## src/sv/lree_pkg.sv

```systemverilog
// Shared types and constants of the LR expression evaluator.
// Used by lr_expression_evaluator; depends on nothing.
package lree_pkg;

  localparam int STK_DEPTH = 64;
  localparam int STK_AW    = $clog2(STK_DEPTH);
  localparam int SP_W      = STK_AW + 1;
  localparam int VAL_W     = 32;
  localparam int ST_W      = 4;
  localparam int OP_W      = 3;
  localparam int LIT_W     = 31;
  localparam int STAT_W    = 2;

  typedef enum logic [OP_W-1:0] {
    TOK_INT   = 3'd0,
    TOK_PLUS  = 3'd1,
    TOK_MULT  = 3'd2,
    TOK_OPEN  = 3'd3,
    TOK_CLOSE = 3'd4,
    TOK_END   = 3'd5
  } tok_e;

  typedef enum logic [STAT_W-1:0] {
    STAT_PENDING  = 2'd0,
    STAT_ACCEPT   = 2'd1,
    STAT_SYNTAX   = 2'd2,
    STAT_OVERFLOW = 2'd3
  } status_e;

  // LR automaton states as held on the state stack
  localparam logic [ST_W-1:0] LRS_START = 4'd0;
  localparam logic [ST_W-1:0] LRS_EXPR  = 4'd1;
  localparam logic [ST_W-1:0] LRS_OPEN  = 4'd2;
  localparam logic [ST_W-1:0] LRS_VAL   = 4'd3;
  localparam logic [ST_W-1:0] LRS_PLUS  = 4'd4;
  localparam logic [ST_W-1:0] LRS_TIMES = 4'd5;
  localparam logic [ST_W-1:0] LRS_PAR_E = 4'd6;
  localparam logic [ST_W-1:0] LRS_SUM   = 4'd7;
  localparam logic [ST_W-1:0] LRS_PROD  = 4'd8;
  localparam logic [ST_W-1:0] LRS_CLOSE = 4'd9;

  typedef enum logic [1:0] {
    RED_VAL = 2'd0,
    RED_ADD = 2'd1,
    RED_MUL = 2'd2,
    RED_PAR = 2'd3
  } red_e;

  typedef enum logic [3:0] {
    FSM_IDLE   = 4'b0001,
    FSM_DECIDE = 4'b0010,
    FSM_READ   = 4'b0100,
    FSM_PUSH   = 4'b1000
  } fsm_e;

endpackage

```

## src/sv/lree_ram.sv

```systemverilog
// Generic single-write, single-read synchronous RAM with registered read.
// Stands alone; holds the evaluator's state and value stacks.
module lree_ram #(
  parameter int WIDTH = 8,
  parameter int DEPTH = 64
) (
  input  logic                     clk_i,
  input  logic                     we_i,
  input  logic [$clog2(DEPTH)-1:0] waddr_i,
  input  logic [WIDTH-1:0]         wdata_i,
  input  logic [$clog2(DEPTH)-1:0] raddr_i,
  output logic [WIDTH-1:0]         rdata_o
);

  logic [WIDTH-1:0] mem [DEPTH];
  logic [WIDTH-1:0] rdata_q;

  always_ff @(posedge clk_i) begin
    if (we_i) begin
      mem[waddr_i] <= wdata_i;
    end
    rdata_q <= mem[raddr_i];
  end

  assign rdata_o = rdata_q;

endmodule

```

## src/sv/lr_expression_evaluator.sv

```systemverilog
// LR shift-reduce evaluator for E -> E+E | E*E | (E) | val.
// Depends on lree_pkg and lree_ram (state stack and value stack).
//
// Usage:
//   Tokens come in on the request channel (in_valid_i / in_stall_o) with
//   opcode_i and literal_i; one response per token leaves on the output
//   channel (out_valid_o / out_stall_i) with status_o and result_o.
//   Status is pending for a consumed token, accept (with the value) on
//   end, syntax error on a bad token, overflow when a shift finds the
//   stack full. After accept, error or overflow the stacks are emptied.
//
// Sequencing:
//   One request at a time. An accepted token moves from IDLE to DECIDE; each
//   reduction (at most three per token) then passes DECIDE, READ and PUSH:
//   issue the stack reads, read back and compute, goto and write back. The
//   response is registered from the last DECIDE (or from PUSH on a failed
//   goto), which waits for a free output register, then returns to IDLE.
//
// Reset empties the stacks at once (stack pointer to zero); memory contents
// are left as they are. A stalled response is held in the output register;
// the next request is still taken, and its response waits for the register.
module lr_expression_evaluator (
  input  logic                        clk_i,
  input  logic                        rst_ni,
  input  logic                        in_valid_i,
  output logic                        in_stall_o,
  input  logic [lree_pkg::OP_W-1:0]   opcode_i,
  input  logic [lree_pkg::LIT_W-1:0]  literal_i,
  output logic                        out_valid_o,
  input  logic                        out_stall_i,
  output logic [lree_pkg::STAT_W-1:0] status_o,
  output logic signed [lree_pkg::VAL_W-1:0] result_o
);
  import lree_pkg::*;

  // sequencer and token registers
  fsm_e              fsm_q, fsm_d;
  logic [OP_W-1:0]   tok_q, tok_d;
  logic [LIT_W-1:0]  lit_q, lit_d;

  // stack pointer and cached top of stack
  logic [SP_W-1:0]   sp_q, sp_d;
  logic [ST_W-1:0]   tos_state_q, tos_state_d;
  logic [VAL_W-1:0]  tos_val_q, tos_val_d;

  // reduction in flight
  red_e              red_kind_q, red_kind_d;
  logic [SP_W-1:0]   newsp_q, newsp_d;
  logic              src_zero_q, src_zero_d;
  logic [ST_W-1:0]   src_q, src_d;
  logic [VAL_W-1:0]  red_val_q, red_val_d;

  // response register
  logic              out_valid_q, out_valid_d;
  status_e           out_status_q, out_status_d;
  logic [VAL_W-1:0]  out_result_q, out_result_d;
  logic              out_load;
  logic              out_free;

  // stack memory ports
  logic              mem_we;
  logic [STK_AW-1:0] mem_waddr;
  logic [ST_W-1:0]   st_wdata;
  logic [VAL_W-1:0]  val_wdata;
  logic [STK_AW-1:0] st_raddr;
  logic [STK_AW-1:0] val_raddr;
  logic [ST_W-1:0]   st_rdata;
  logic [VAL_W-1:0]  val_rdata;

  lree_ram #(
    .WIDTH (ST_W),
    .DEPTH (STK_DEPTH)
  ) u_state_stack (
    .clk_i   (clk_i),
    .we_i    (mem_we),
    .waddr_i (mem_waddr),
    .wdata_i (st_wdata),
    .raddr_i (st_raddr),
    .rdata_o (st_rdata)
  );

  lree_ram #(
    .WIDTH (VAL_W),
    .DEPTH (STK_DEPTH)
  ) u_value_stack (
    .clk_i   (clk_i),
    .we_i    (mem_we),
    .waddr_i (mem_waddr),
    .wdata_i (val_wdata),
    .raddr_i (val_raddr),
    .rdata_o (val_rdata)
  );

  // response register can take a new response this cycle
  assign out_free   = !out_valid_q || !out_stall_i;
  assign in_stall_o = (fsm_q != FSM_IDLE);

  always_comb begin
    logic            is_op;
    logic            do_shift;
    logic            do_reduce;
    logic            do_final;
    logic [ST_W-1:0] shift_st;
    logic [VAL_W-1:0] shift_val;
    status_e         fin_status;
    logic [VAL_W-1:0] fin_val;
    red_e            kind;
    logic            three;
    logic [SP_W-1:0] nsp;
    logic [ST_W-1:0] goto_st;
    logic            goto_ok;

    fsm_d        = fsm_q;
    tok_d        = tok_q;
    lit_d        = lit_q;
    sp_d         = sp_q;
    tos_state_d  = tos_state_q;
    tos_val_d    = tos_val_q;
    red_kind_d   = red_kind_q;
    newsp_d      = newsp_q;
    src_zero_d   = src_zero_q;
    src_d        = src_q;
    red_val_d    = red_val_q;
    out_load     = 1'b0;
    out_status_d = out_status_q;
    out_result_d = out_result_q;
    mem_we       = 1'b0;
    mem_waddr    = sp_q[STK_AW-1:0];
    st_wdata     = tos_state_q;
    val_wdata    = tos_val_q;
    st_raddr     = '0;
    val_raddr    = '0;

    is_op      = (tok_q == TOK_PLUS) || (tok_q == TOK_MULT) ||
                 (tok_q == TOK_CLOSE) || (tok_q == TOK_END);
    do_shift   = 1'b0;
    do_reduce  = 1'b0;
    do_final   = 1'b0;
    shift_st   = LRS_START;
    shift_val  = '0;
    fin_status = STAT_SYNTAX;
    fin_val    = '0;
    kind       = RED_VAL;
    three      = 1'b0;
    nsp        = '0;
    goto_st    = LRS_EXPR;
    goto_ok    = 1'b1;

    case (fsm_q)
      FSM_IDLE: begin
        if (in_valid_i) begin
          tok_d = opcode_i;
          lit_d = literal_i;
          fsm_d = FSM_DECIDE;
        end
      end

      FSM_DECIDE: begin
        // action table of the automaton, keyed by the top state
        case (tos_state_q)
          LRS_START, LRS_OPEN, LRS_PLUS, LRS_TIMES: begin
            if (tok_q == TOK_INT) begin
              do_shift  = 1'b1;
              shift_st  = LRS_VAL;
              shift_val = VAL_W'(lit_q);
            end else if (tok_q == TOK_OPEN) begin
              do_shift = 1'b1;
              shift_st = LRS_OPEN;
            end
          end
          LRS_EXPR: begin
            if (tok_q == TOK_PLUS) begin
              do_shift = 1'b1;
              shift_st = LRS_PLUS;
            end else if (tok_q == TOK_MULT) begin
              do_shift = 1'b1;
              shift_st = LRS_TIMES;
            end else if (tok_q == TOK_END) begin
              do_final   = 1'b1;
              fin_status = STAT_ACCEPT;
              fin_val    = tos_val_q;
            end
          end
          LRS_VAL: begin
            if (is_op) begin
              do_reduce = 1'b1;
              kind      = RED_VAL;
            end
          end
          LRS_PAR_E: begin
            if (tok_q == TOK_PLUS) begin
              do_shift = 1'b1;
              shift_st = LRS_PLUS;
            end else if (tok_q == TOK_MULT) begin
              do_shift = 1'b1;
              shift_st = LRS_TIMES;
            end else if (tok_q == TOK_CLOSE) begin
              do_shift = 1'b1;
              shift_st = LRS_CLOSE;
            end
          end
          LRS_SUM: begin
            if (tok_q == TOK_MULT) begin
              do_shift = 1'b1;
              shift_st = LRS_TIMES;
            end else if (is_op) begin
              do_reduce = 1'b1;
              kind      = RED_ADD;
              three     = 1'b1;
            end
          end
          LRS_PROD: begin
            if (is_op) begin
              do_reduce = 1'b1;
              kind      = RED_MUL;
              three     = 1'b1;
            end
          end
          LRS_CLOSE: begin
            if (is_op) begin
              do_reduce = 1'b1;
              kind      = RED_PAR;
              three     = 1'b1;
            end
          end
          default: begin
          end
        endcase

        if (do_shift) begin
          do_final = 1'b1;
          if (sp_q == SP_W'(STK_DEPTH)) begin
            fin_status = STAT_OVERFLOW;
          end else begin
            fin_status = STAT_PENDING;
          end
        end else if (!do_reduce) begin
          do_final = 1'b1;
        end

        if (do_reduce) begin
          // pop one or three entries, then read the state left on top
          if (three) begin
            nsp = (sp_q >= SP_W'(3)) ? sp_q - SP_W'(3) : '0;
          end else begin
            nsp = (sp_q >= SP_W'(1)) ? sp_q - SP_W'(1) : '0;
          end
          newsp_d    = nsp;
          src_zero_d = (nsp == '0);
          red_kind_d = kind;
          st_raddr   = STK_AW'(nsp - SP_W'(1));
          if (kind == RED_PAR) begin
            val_raddr = STK_AW'(sp_q - SP_W'(2));
          end else begin
            val_raddr = STK_AW'(sp_q - SP_W'(3));
          end
          fsm_d = FSM_READ;
        end else if (do_final && out_free) begin
          out_load     = 1'b1;
          out_status_d = fin_status;
          out_result_d = fin_val;
          fsm_d        = FSM_IDLE;
          if (fin_status == STAT_PENDING) begin
            mem_we      = 1'b1;
            mem_waddr   = sp_q[STK_AW-1:0];
            st_wdata    = shift_st;
            val_wdata   = shift_val;
            sp_d        = sp_q + SP_W'(1);
            tos_state_d = shift_st;
            tos_val_d   = shift_val;
          end else begin
            sp_d        = '0;
            tos_state_d = LRS_START;
          end
        end
      end

      FSM_READ: begin
        // stack reads are back: form the reduced value
        src_d = src_zero_q ? LRS_START : st_rdata;
        case (red_kind_q)
          RED_VAL: red_val_d = tos_val_q;
          RED_ADD: red_val_d = val_rdata + tos_val_q;
          RED_MUL: red_val_d = VAL_W'(val_rdata * tos_val_q);
          RED_PAR: red_val_d = val_rdata;
          default: red_val_d = tos_val_q;
        endcase
        fsm_d = FSM_PUSH;
      end

      FSM_PUSH: begin
        // goto on E from the exposed state
        case (src_q)
          LRS_START: goto_st = LRS_EXPR;
          LRS_OPEN:  goto_st = LRS_PAR_E;
          LRS_PLUS:  goto_st = LRS_SUM;
          LRS_TIMES: goto_st = LRS_PROD;
          default:   goto_ok = 1'b0;
        endcase
        if (goto_ok) begin
          mem_we      = 1'b1;
          mem_waddr   = newsp_q[STK_AW-1:0];
          st_wdata    = goto_st;
          val_wdata   = red_val_q;
          sp_d        = newsp_q + SP_W'(1);
          tos_state_d = goto_st;
          tos_val_d   = red_val_q;
          fsm_d       = FSM_DECIDE;
        end else if (out_free) begin
          out_load     = 1'b1;
          out_status_d = STAT_SYNTAX;
          out_result_d = '0;
          sp_d         = '0;
          tos_state_d  = LRS_START;
          fsm_d        = FSM_IDLE;
        end
      end

      default: begin
        fsm_d = FSM_IDLE;
      end
    endcase

    // response register: load, hold while stalled, drop once taken
    if (out_load) begin
      out_valid_d = 1'b1;
    end else if (out_stall_i) begin
      out_valid_d = out_valid_q;
    end else begin
      out_valid_d = 1'b0;
    end
  end

  always_ff @(posedge clk_i or negedge rst_ni) begin
    if (!rst_ni) begin
      fsm_q       <= FSM_IDLE;
      sp_q        <= '0;
      tos_state_q <= LRS_START;
      out_valid_q <= 1'b0;
    end else begin
      fsm_q       <= fsm_d;
      sp_q        <= sp_d;
      tos_state_q <= tos_state_d;
      out_valid_q <= out_valid_d;
    end
  end

  always_ff @(posedge clk_i) begin
    tok_q        <= tok_d;
    lit_q        <= lit_d;
    tos_val_q    <= tos_val_d;
    red_kind_q   <= red_kind_d;
    newsp_q      <= newsp_d;
    src_zero_q   <= src_zero_d;
    src_q        <= src_d;
    red_val_q    <= red_val_d;
    out_status_q <= out_status_d;
    out_result_q <= out_result_d;
  end

  assign out_valid_o = out_valid_q;
  assign status_o    = out_status_q;
  assign result_o    = out_result_q;

  // stack pointer never passes the stack depth
  a_sp_bound: assert property (@(posedge clk_i) disable iff (!rst_ni)
    sp_q <= SP_W'(STK_DEPTH))
    else $error("stack pointer beyond stack depth");

  // an empty stack exposes the start state
  a_empty_start: assert property (@(posedge clk_i) disable iff (!rst_ni)
    (sp_q == '0) |-> (tos_state_q == LRS_START))
    else $error("empty stack with non-start top state");

  // a closing response empties the stacks
  a_clear_on_close: assert property (@(posedge clk_i) disable iff (!rst_ni)
    (out_load && (out_status_d != STAT_PENDING)) |=> (sp_q == '0))
    else $error("stacks not emptied after accept or error");

  // value only travels with an accept
  a_result_zero: assert property (@(posedge clk_i) disable iff (!rst_ni)
    (out_valid_o && (status_o != STAT_ACCEPT)) |-> (result_o == '0))
    else $error("non-zero result without accept");

endmodule
```

## config.mk

```make
export PLATFORM = sky130hd
export DESIGN_NAME = lr_expression_evaluator
export DESIGN_NICKNAME = d
export VERILOG_FILES = /design/src/sv/lree_pkg.sv /design/src/sv/lree_ram.sv /design/src/sv/lr_expression_evaluator.sv
export SDC_FILE = /design/constraint.sdc
export NUM_CORES = 2
export LEC_CHECK = 0
export ABC_AREA = 1
export BUFFER_PORTS_ARGS = -buffer_cell sky130_fd_sc_hd__clkbuf_2
export CAP_MARGIN = 40
export CORE_UTILIZATION = 31
export CTS_CLUSTER_DIAMETER = 150
export DETAILED_ROUTE_END_ITERATION = 10
export PLACE_DENSITY = 0.48
export SLEW_MARGIN = 15
export SYNTH_ARGS = -nofsm -noshare
export SYNTH_HDL_FRONTEND = slang
export SYNTH_SLANG_ARGS = --single-unit
```

## constraint.sdc

```tcl
create_clock -name clk_i -period 7.8 [get_ports clk_i]
set_input_delay 0.39 -clock clk_i [delete_from_list [all_inputs] [get_ports clk_i]]
set_output_delay 0.39 -clock clk_i [all_outputs]
set_load 0.05 [all_outputs]
```

==> Word-level counts from Yosys, hierarchy flattened <==
Memory sizes are Yosys's and may differ from the RTL's. A register that Yosys moved wholly into a read port is not among the register bits.
Index checks and enable logic that the tools add are counted.
{ "word_totals": {"latch_bits": 0, "mem_bits_ro": 0, "ff_bits": 162, "ramBits": 2304, "memories": 2, "out_inout_bits": 36, "in_bits": 38} }
{ "classes": {"eq_ne": 35, "div": 0, "bitwise": 0, "shifts": 0, "multipliers": 1, "n_lt_le_gt_ge": 2, "n_mux": 117, "addsub": 7, "n_reduce_logical": 23} }
{ "mem_list": {"columns": ["name", "words", "word_bits", "rd", "rd_ports_with_merged_regs", "wr", "line_no", "rtl"], "rows": [
  ["u_value_stack.mem", 64, 32, 1, 1, 1, "lree_ram.sv:15", "logic [WIDTH-1:0] mem [DEPTH];"],
  ["u_state_stack.mem", 64, 4, 1, 1, 1, "lree_ram.sv:15", null]
]} }
{ "ops": {"columns": ["cell", "n"], "rows": [
  ["$mux 32", 12],
  ["$pmux 32 s2", 2],
  ["$pmux 32 s4", 1],
  ["$mux 7", 10],
  ["$mux 4", 17],
  ["$mux 31", 2],
  ["$mux 6", 7],
  ["$mux 1", 35],
  ["$add 32x32->32", 1],
  ["$mul 32x32->32", 1],
  ["$mux 2", 16],
  ["$pmux 4 s4", 2],
  ["$eq 4x3->1 const B", 7],
  ["$eq 4x2->1 const B", 4],
  ["$pmux 4 s2", 2],
  ["$add 7x1->7 const B", 2],
  ["$pmux 7 s2", 1],
  ["$eq 4x4->1 const B", 3],
  ["$pmux 4 s3", 1],
  ["$ne 2x2->1 const B", 5],
  ["$eq 4x1->1 const B", 2],
  ["$logic_not 4->1", 2],
  ["$pmux 1 s2", 4],
  ["$reduce_or 4->1", 2],
  ["other kinds (32)", 44]
]} }

==> Longest topological paths before layout <==
{ "logic_depth": {"ltp_word": 17, "ltp_mapped": 36, "mapped_depth_nobuf": 34} }

==> Cells and area by module <==
Synthesis repeated with hierarchy kept, for this count alone.
{ "unflattened": {"cells_unflattened": 11118, "hier_area_um2": 119962.6} }
{ "by_module_without_submodules": {"columns": ["mod", "area_each_um2", "n_inst", "cells_each", "seq_area_each_um2"], "rows": [
  ["lree_ram (u_value_stack)", 82786.9, 1, 6769, 62139.6],
  ["lr_expression_evaluator", 26263.9, 1, 3384, 4465.5],
  ["lree_ram (u_state_stack)", 10911.7, 1, 965, 7767.4]
]} }

==> Worst setup path before layout <==
No wires, ideal clock.
{ "synth_path": {"path_kind": "register -> register", "startpoint": "reg tos_state_q[3]", "endpoint": "mem u_value_stack.mem[0][26] in the netlist's numbering, data pin", "required_ps": 6781, "n_path_buf": 1, "path_slack_ps": 787, "path_stages_with_launch": 14, "arrival_time_ps": 5994, "synth_period_minus_slack_ps": 7013, "path_cell_list": "dfrtp_1 -> inv_2 -> nand2_1 -> inv_1 -> nand3_1 -> or2_1 -> nand3_1 -> inv_1 -> nor2_1 -> nand2_1 -> inv_1 -> clkbuf_1 -> nor2_1 -> o311ai_0"} }
{ "synth_via": {"elab_chain_len": 11} }
{ "synth_lines": {"columns": ["element", "line_no", "rtl"], "rows": [
  ["start: declaration", "lr_expression_evaluator.sv:43", "logic [ST_W-1:0] tos_state_q, tos_state_d;"],
  ["start signal: assignment", "lr_expression_evaluator.sv:343", "tos_state_q <= tos_state_d;"],
  ["$eq 4x2->1 (tied with other cells)", "lr_expression_evaluator.sv:160", "case (tos_state_q)"],
  ["$reduce_or 4->1 / $reduce_or 3->1 (equally long branches)", null, null],
  ["$pmux 1 s4 / $pmux 1 s2 (equally long branches)", "lr_expression_evaluator.sv:160", null],
  ["$mux 1", "lr_expression_evaluator.sv:149", "case (fsm_q)"],
  ["$mux 2 / $mux 1 (equally long branches)", "lr_expression_evaluator.sv:230, lr_expression_evaluator.sv:237", null],
  ["$mux 2 / $mux 1 (equally long branches)", "lr_expression_evaluator.sv:149, lr_expression_evaluator.sv:230", null],
  ["$logic_not 2->1 / $mux 1 (equally long branches)", "lr_expression_evaluator.sv:263, lr_expression_evaluator.sv:149", null],
  ["$mux 32 / $logic_and 1x1->1 (equally long branches)", null, null],
  ["$mux 32", null, null],
  ["$mux 32 (*)", null, null],
  ["$pmux 32 s2 (*)", "lr_expression_evaluator.sv:149", null],
  ["via tos_val_d[26]", "lr_expression_evaluator.sv:44", "logic [VAL_W-1:0] tos_val_q, tos_val_d;"],
  ["end: declaration", "lree_ram.sv:15", null]
]} }
The timed path passes the listed nets; every way through them passes the cells marked *. The select of a mux whose other input is x is not followed.

==> Worst setup path after layout <==
{ "layout_path": {"startpoint": "reg tos_val_q[9]", "endpoint": "reg red_val_q[26], data pin"} }
{ "layout_via": {"elab_chain_len": 2} }
{ "layout_lines": {"columns": ["element", "line_no", "rtl"], "rows": [
  ["start: declaration", "lr_expression_evaluator.sv:44", null],
  ["start signal: assignment", "lr_expression_evaluator.sv:351", "tos_val_q <= tos_val_d;"],
  ["$mul 32x32->32 / $add 32x32->32 (equally long branches)", "lr_expression_evaluator.sv:284, lr_expression_evaluator.sv:283", null],
  ["$pmux 32 s4 (*)", "lr_expression_evaluator.sv:281", "case (red_kind_q)"],
  ["end signal: assignment", "lr_expression_evaluator.sv:356", "red_val_q <= red_val_d;"],
  ["end: declaration", "lr_expression_evaluator.sv:51", "logic [VAL_W-1:0] red_val_q, red_val_d;"]
]} }
Every way passes the cells marked *; elsewhere a longest branch is shown, timed or not.
A chain may end at the register's enable or synchronous reset.

==> metrics.txt <==
worst hold start=literal_i[12]; # setup viols final=0; fin. max-slew vios=0; Sink Count=between 2,000 and 3,000; cell breakdown of the critical path=buf_4 > nand2_1 > fa_1 > fa_1 > fa_1 > fa_1 > inv_1 > fa_1 > fa_1 > fa_1 > fa_1 > ha_1 > nand2_1 > nor2_1 > inv_1 > nor2_1 > o21ai_0 > nand3_1 > nand2_1 > nand2_1 > o2111ai_1; vias in the first global route=approximately 83,000; clk_skew=71.5 ps; Layout area overhead=14.6%; type of origin of the critical path=register; Seq cells post-synth=2,502; r2r worst-path depth=21; Crit path max-delay family=adder cells; RSZ-0062 raised after global routing=no; crit-path max FO=14; crit path buf inv count=3; Fill cells=39,700; crit path max-delay cell type=dfxtp_1; H-tree levels=5; placed instance area=around 130,000 sq um; Peak Freq=0.137 GHz; Die Span X=634 um; Reg area=74,400 sq um; Initial Util=31.2%; worst r2r src=tos_val_q[9]; Area contributors post-synth=edfxtp_1, nand2_1, fa_1; Synth Cell Area=124,000 sq um; most used cell, CP=fa_1; EDFF count, synth=2,418; Cells after Synth=12,200; core area=around 400,000 sq um; R2R Setup Slk=490 ps; pin count of the biggest net entering global routing=200; Clock Latency Late Sink=between 900 and 1000 ps; CP peak stage delay=roughly 780 ps; WL per Instance=around 23 um; DR iter-0 viols=7,663; Die Y=634 um; HPWL after DPL=253,000 um; Tcrit/Tclk final=93.7%; # IOs=between 70 and 80; die area=402,000 sq um; cell taking the most area after synthesis=edfxtp_1; Fin. Hold Viols=0; Total Wirelength=between 400,000 and 500,000 um; Hold Path Depth=2; number of port buffers=73; R2R Path End=red_val_q[26]; Mapped Nets=12,800; DR pass1 iterations=8; crit path time final=between 7000 and 8000 ps; Clock transition at path regs=60 ps; critical path type=register to register; grt total ovfl=0; RePlAce Congestion=0.895; CTS Buf Count=292; HP Class=primary input to register; initial antenna violation count=19; Slew HR=29.2%; Cell variety after synth=58; first-pass GRT wire length=594,000 um; max-cap violations=0; Place WS=518 ps; Final WS setup=roughly 490 ps; required time of the critical path=8410 ps; Row Count=231; sequential-to-total area share from yosys stat=60.1%; share of cells above drive strength 1=between 8 and 9%; GRT Overall Usage=between 20% and 30%; Root Buffer=clkbuf_16; setup tns final=0 ps; detailed-route via count=86,300; area of the multi-input gates=40,400 sq um; asr flop ratio synth=0.639%; share of the synthesized area in the top cell type=around 59%; Main synth FF type=edfxtp_1; CTS tree=yes; Worst EP arrival=7920 ps; fin area=around 140,000 sq um; fin nets=about 13,000; hold path endpoint=lit_q[12]; syn_area_per_cell=10.2 sq um; Least-Margin Pin Slew=about 1100 ps; Vias/cell=around 5; Bufs on Longest Clock Path=4; Yosys warning total=0; status=finished clean; ANT nets after route=0; Crit. End Element=register; Remaining DRCs=0
## kinds of logic after synthesis
logic type	Yosys count	synth area share, %
buf+inv	2553	8.13
xor+xnor	30	0.212
flops	2502	60.1
fa+ha+maj	573	8.28
compound gates	1280	5.46
simple gates	5224	17.8
## state kept, by name, indices dropped and copies added (netlist names), 2 cells and up
signal                 cells
newsp_q                    7
fsm_q                      4
status_o                   2
u_state_stack.mem        256
lit_q                     31
u_value_stack.mem       2048
red_val_q                 32
src_q                      4
sp_q                       7
red_kind_q                 2
tos_state_q                4
u_value_stack.rdata_o     32
u_state_stack.rdata_o      4
tok_q                      3
result_o                  32
tos_val_q                 32
## area by class of cell
| type | count | share of cell area, % |
|---|---|---|
| sequential | 2502 | 52.4 |
| multi-input combinational | 7107 | 28.5 |
| clock buffer | 364 | 5.42 |
| inverter | 1884 | 5.00 |
| tap | 5242 | 4.62 |
| timing repair buffer | 470 | 3.08 |
| clock inverter | 146 | 0.923 |
| antenna | 9 | 0.0159 |
## per-stage QoR
step	utilization, %	hold slack (ps)	cells
after floorplan	-	94.4	12200
after global placement	33.2	374	17100
after detailed placement	33.3	383	17200
after CTS	35.7	149	17700
after global routing	35.8	201	17700
final	35.8	208	17700
## placed cells by master, fill, tap and decap left out, drive strengths merged, types with 5 or more instances in the layout
master	Yosys	final
buf	346	357
o21a	5	5
dlygate4sd3	0	39
diode	0	9
o311ai	8	8
o21ai	975	975
nand2	3297	3297
xor2	21	21
o211ai	9	9
a21oi	177	177
ha	164	164
fa	409	409
dfxtp	68	68
nand4	153	153
inv	1881	1893
nand3	1391	1391
o21bai	7	7
xnor2	9	9
nand3b	10	10
clkbuf	323	437
nor3	21	21
o2111ai	7	7
o22ai	32	32
nor4	9	9
clkinv	3	116
dfrtp	15	15
a21o	11	11
edfxtp	2418	2418
nor2	294	294
bufinv	0	20
o221ai	25	25
a22oi	6	6
or2	48	48
## what timing repair did
action                                 4_1_cts  5_1_grt
resized for setup                            0        0
setup buffers                                0        0
hold buffers                                39        0
endpoints found under the hold margin       66        0
setup endpoints to repair                    0        0
## cells in the mapped netlist (all sizes together), types with 9 or more instances
cell / instances
nand2: 3297
edfxtp: 2418
inv: 1881
nand3: 1391
o21ai: 975
fa: 409
buf: 346
clkbuf: 323
nor2: 294
a21oi: 177
ha: 164
nand4: 153
dfxtp: 68
or2: 48
o22ai: 32
o221ai: 25
nor3: 21
xor2: 21
dfrtp: 15
a21o: 11
nand3b: 10
nor4: 9
o211ai: 9
xnor2: 9
## per-layer routing
layer  vias up  part of all wire, %  GRT usage, %  wire length, um
met4         4                  3.0          5.94            12400
met2      2489                   48          33.7           196000
li1      40400                    -             -                -
met3       571                  5.6          2.53            23100
met1     42900                   44          27.1           179000
met5         -               0.0056             0               23
## worst max path at each step
stage	end	startpoint	slack (ps)	depth (start not counted)
after global routing	red_val_q[26]	tos_val_q[9]	210	21
final	red_val_q[26]	tos_val_q[9]	490	21
after floorplan	u_value_stack.mem[0][26]	tos_state_q[3]	790	13
after detailed placement	red_val_q[26]	u_value_stack.rdata_o[5]	520	23
after CTS	red_val_q[26]	tos_val_q[9]	510	21
after global placement	red_val_q[26]	tos_val_q[9]	530	21
## worst reg2reg max path, cell delays in order, from the launching register on
cell,delay [ps]
dfxtp_1,780
buf_4,310
nand2_1,90
fa_1,490
fa_1,570
fa_1,550
fa_1,520
inv_1,50
fa_1,570
fa_1,450
fa_1,530
fa_1,450
ha_1,370
nand2_1,130
nor2_1,170
inv_1,90
nor2_1,210
o21ai_0,150
nand3_1,230
nand2_1,90
nand2_1,90
o2111ai_1,150
Power is left out: the tool's default activity adds up to more than one toggle a clock period on the data nets, which glitch-free logic cannot reach.
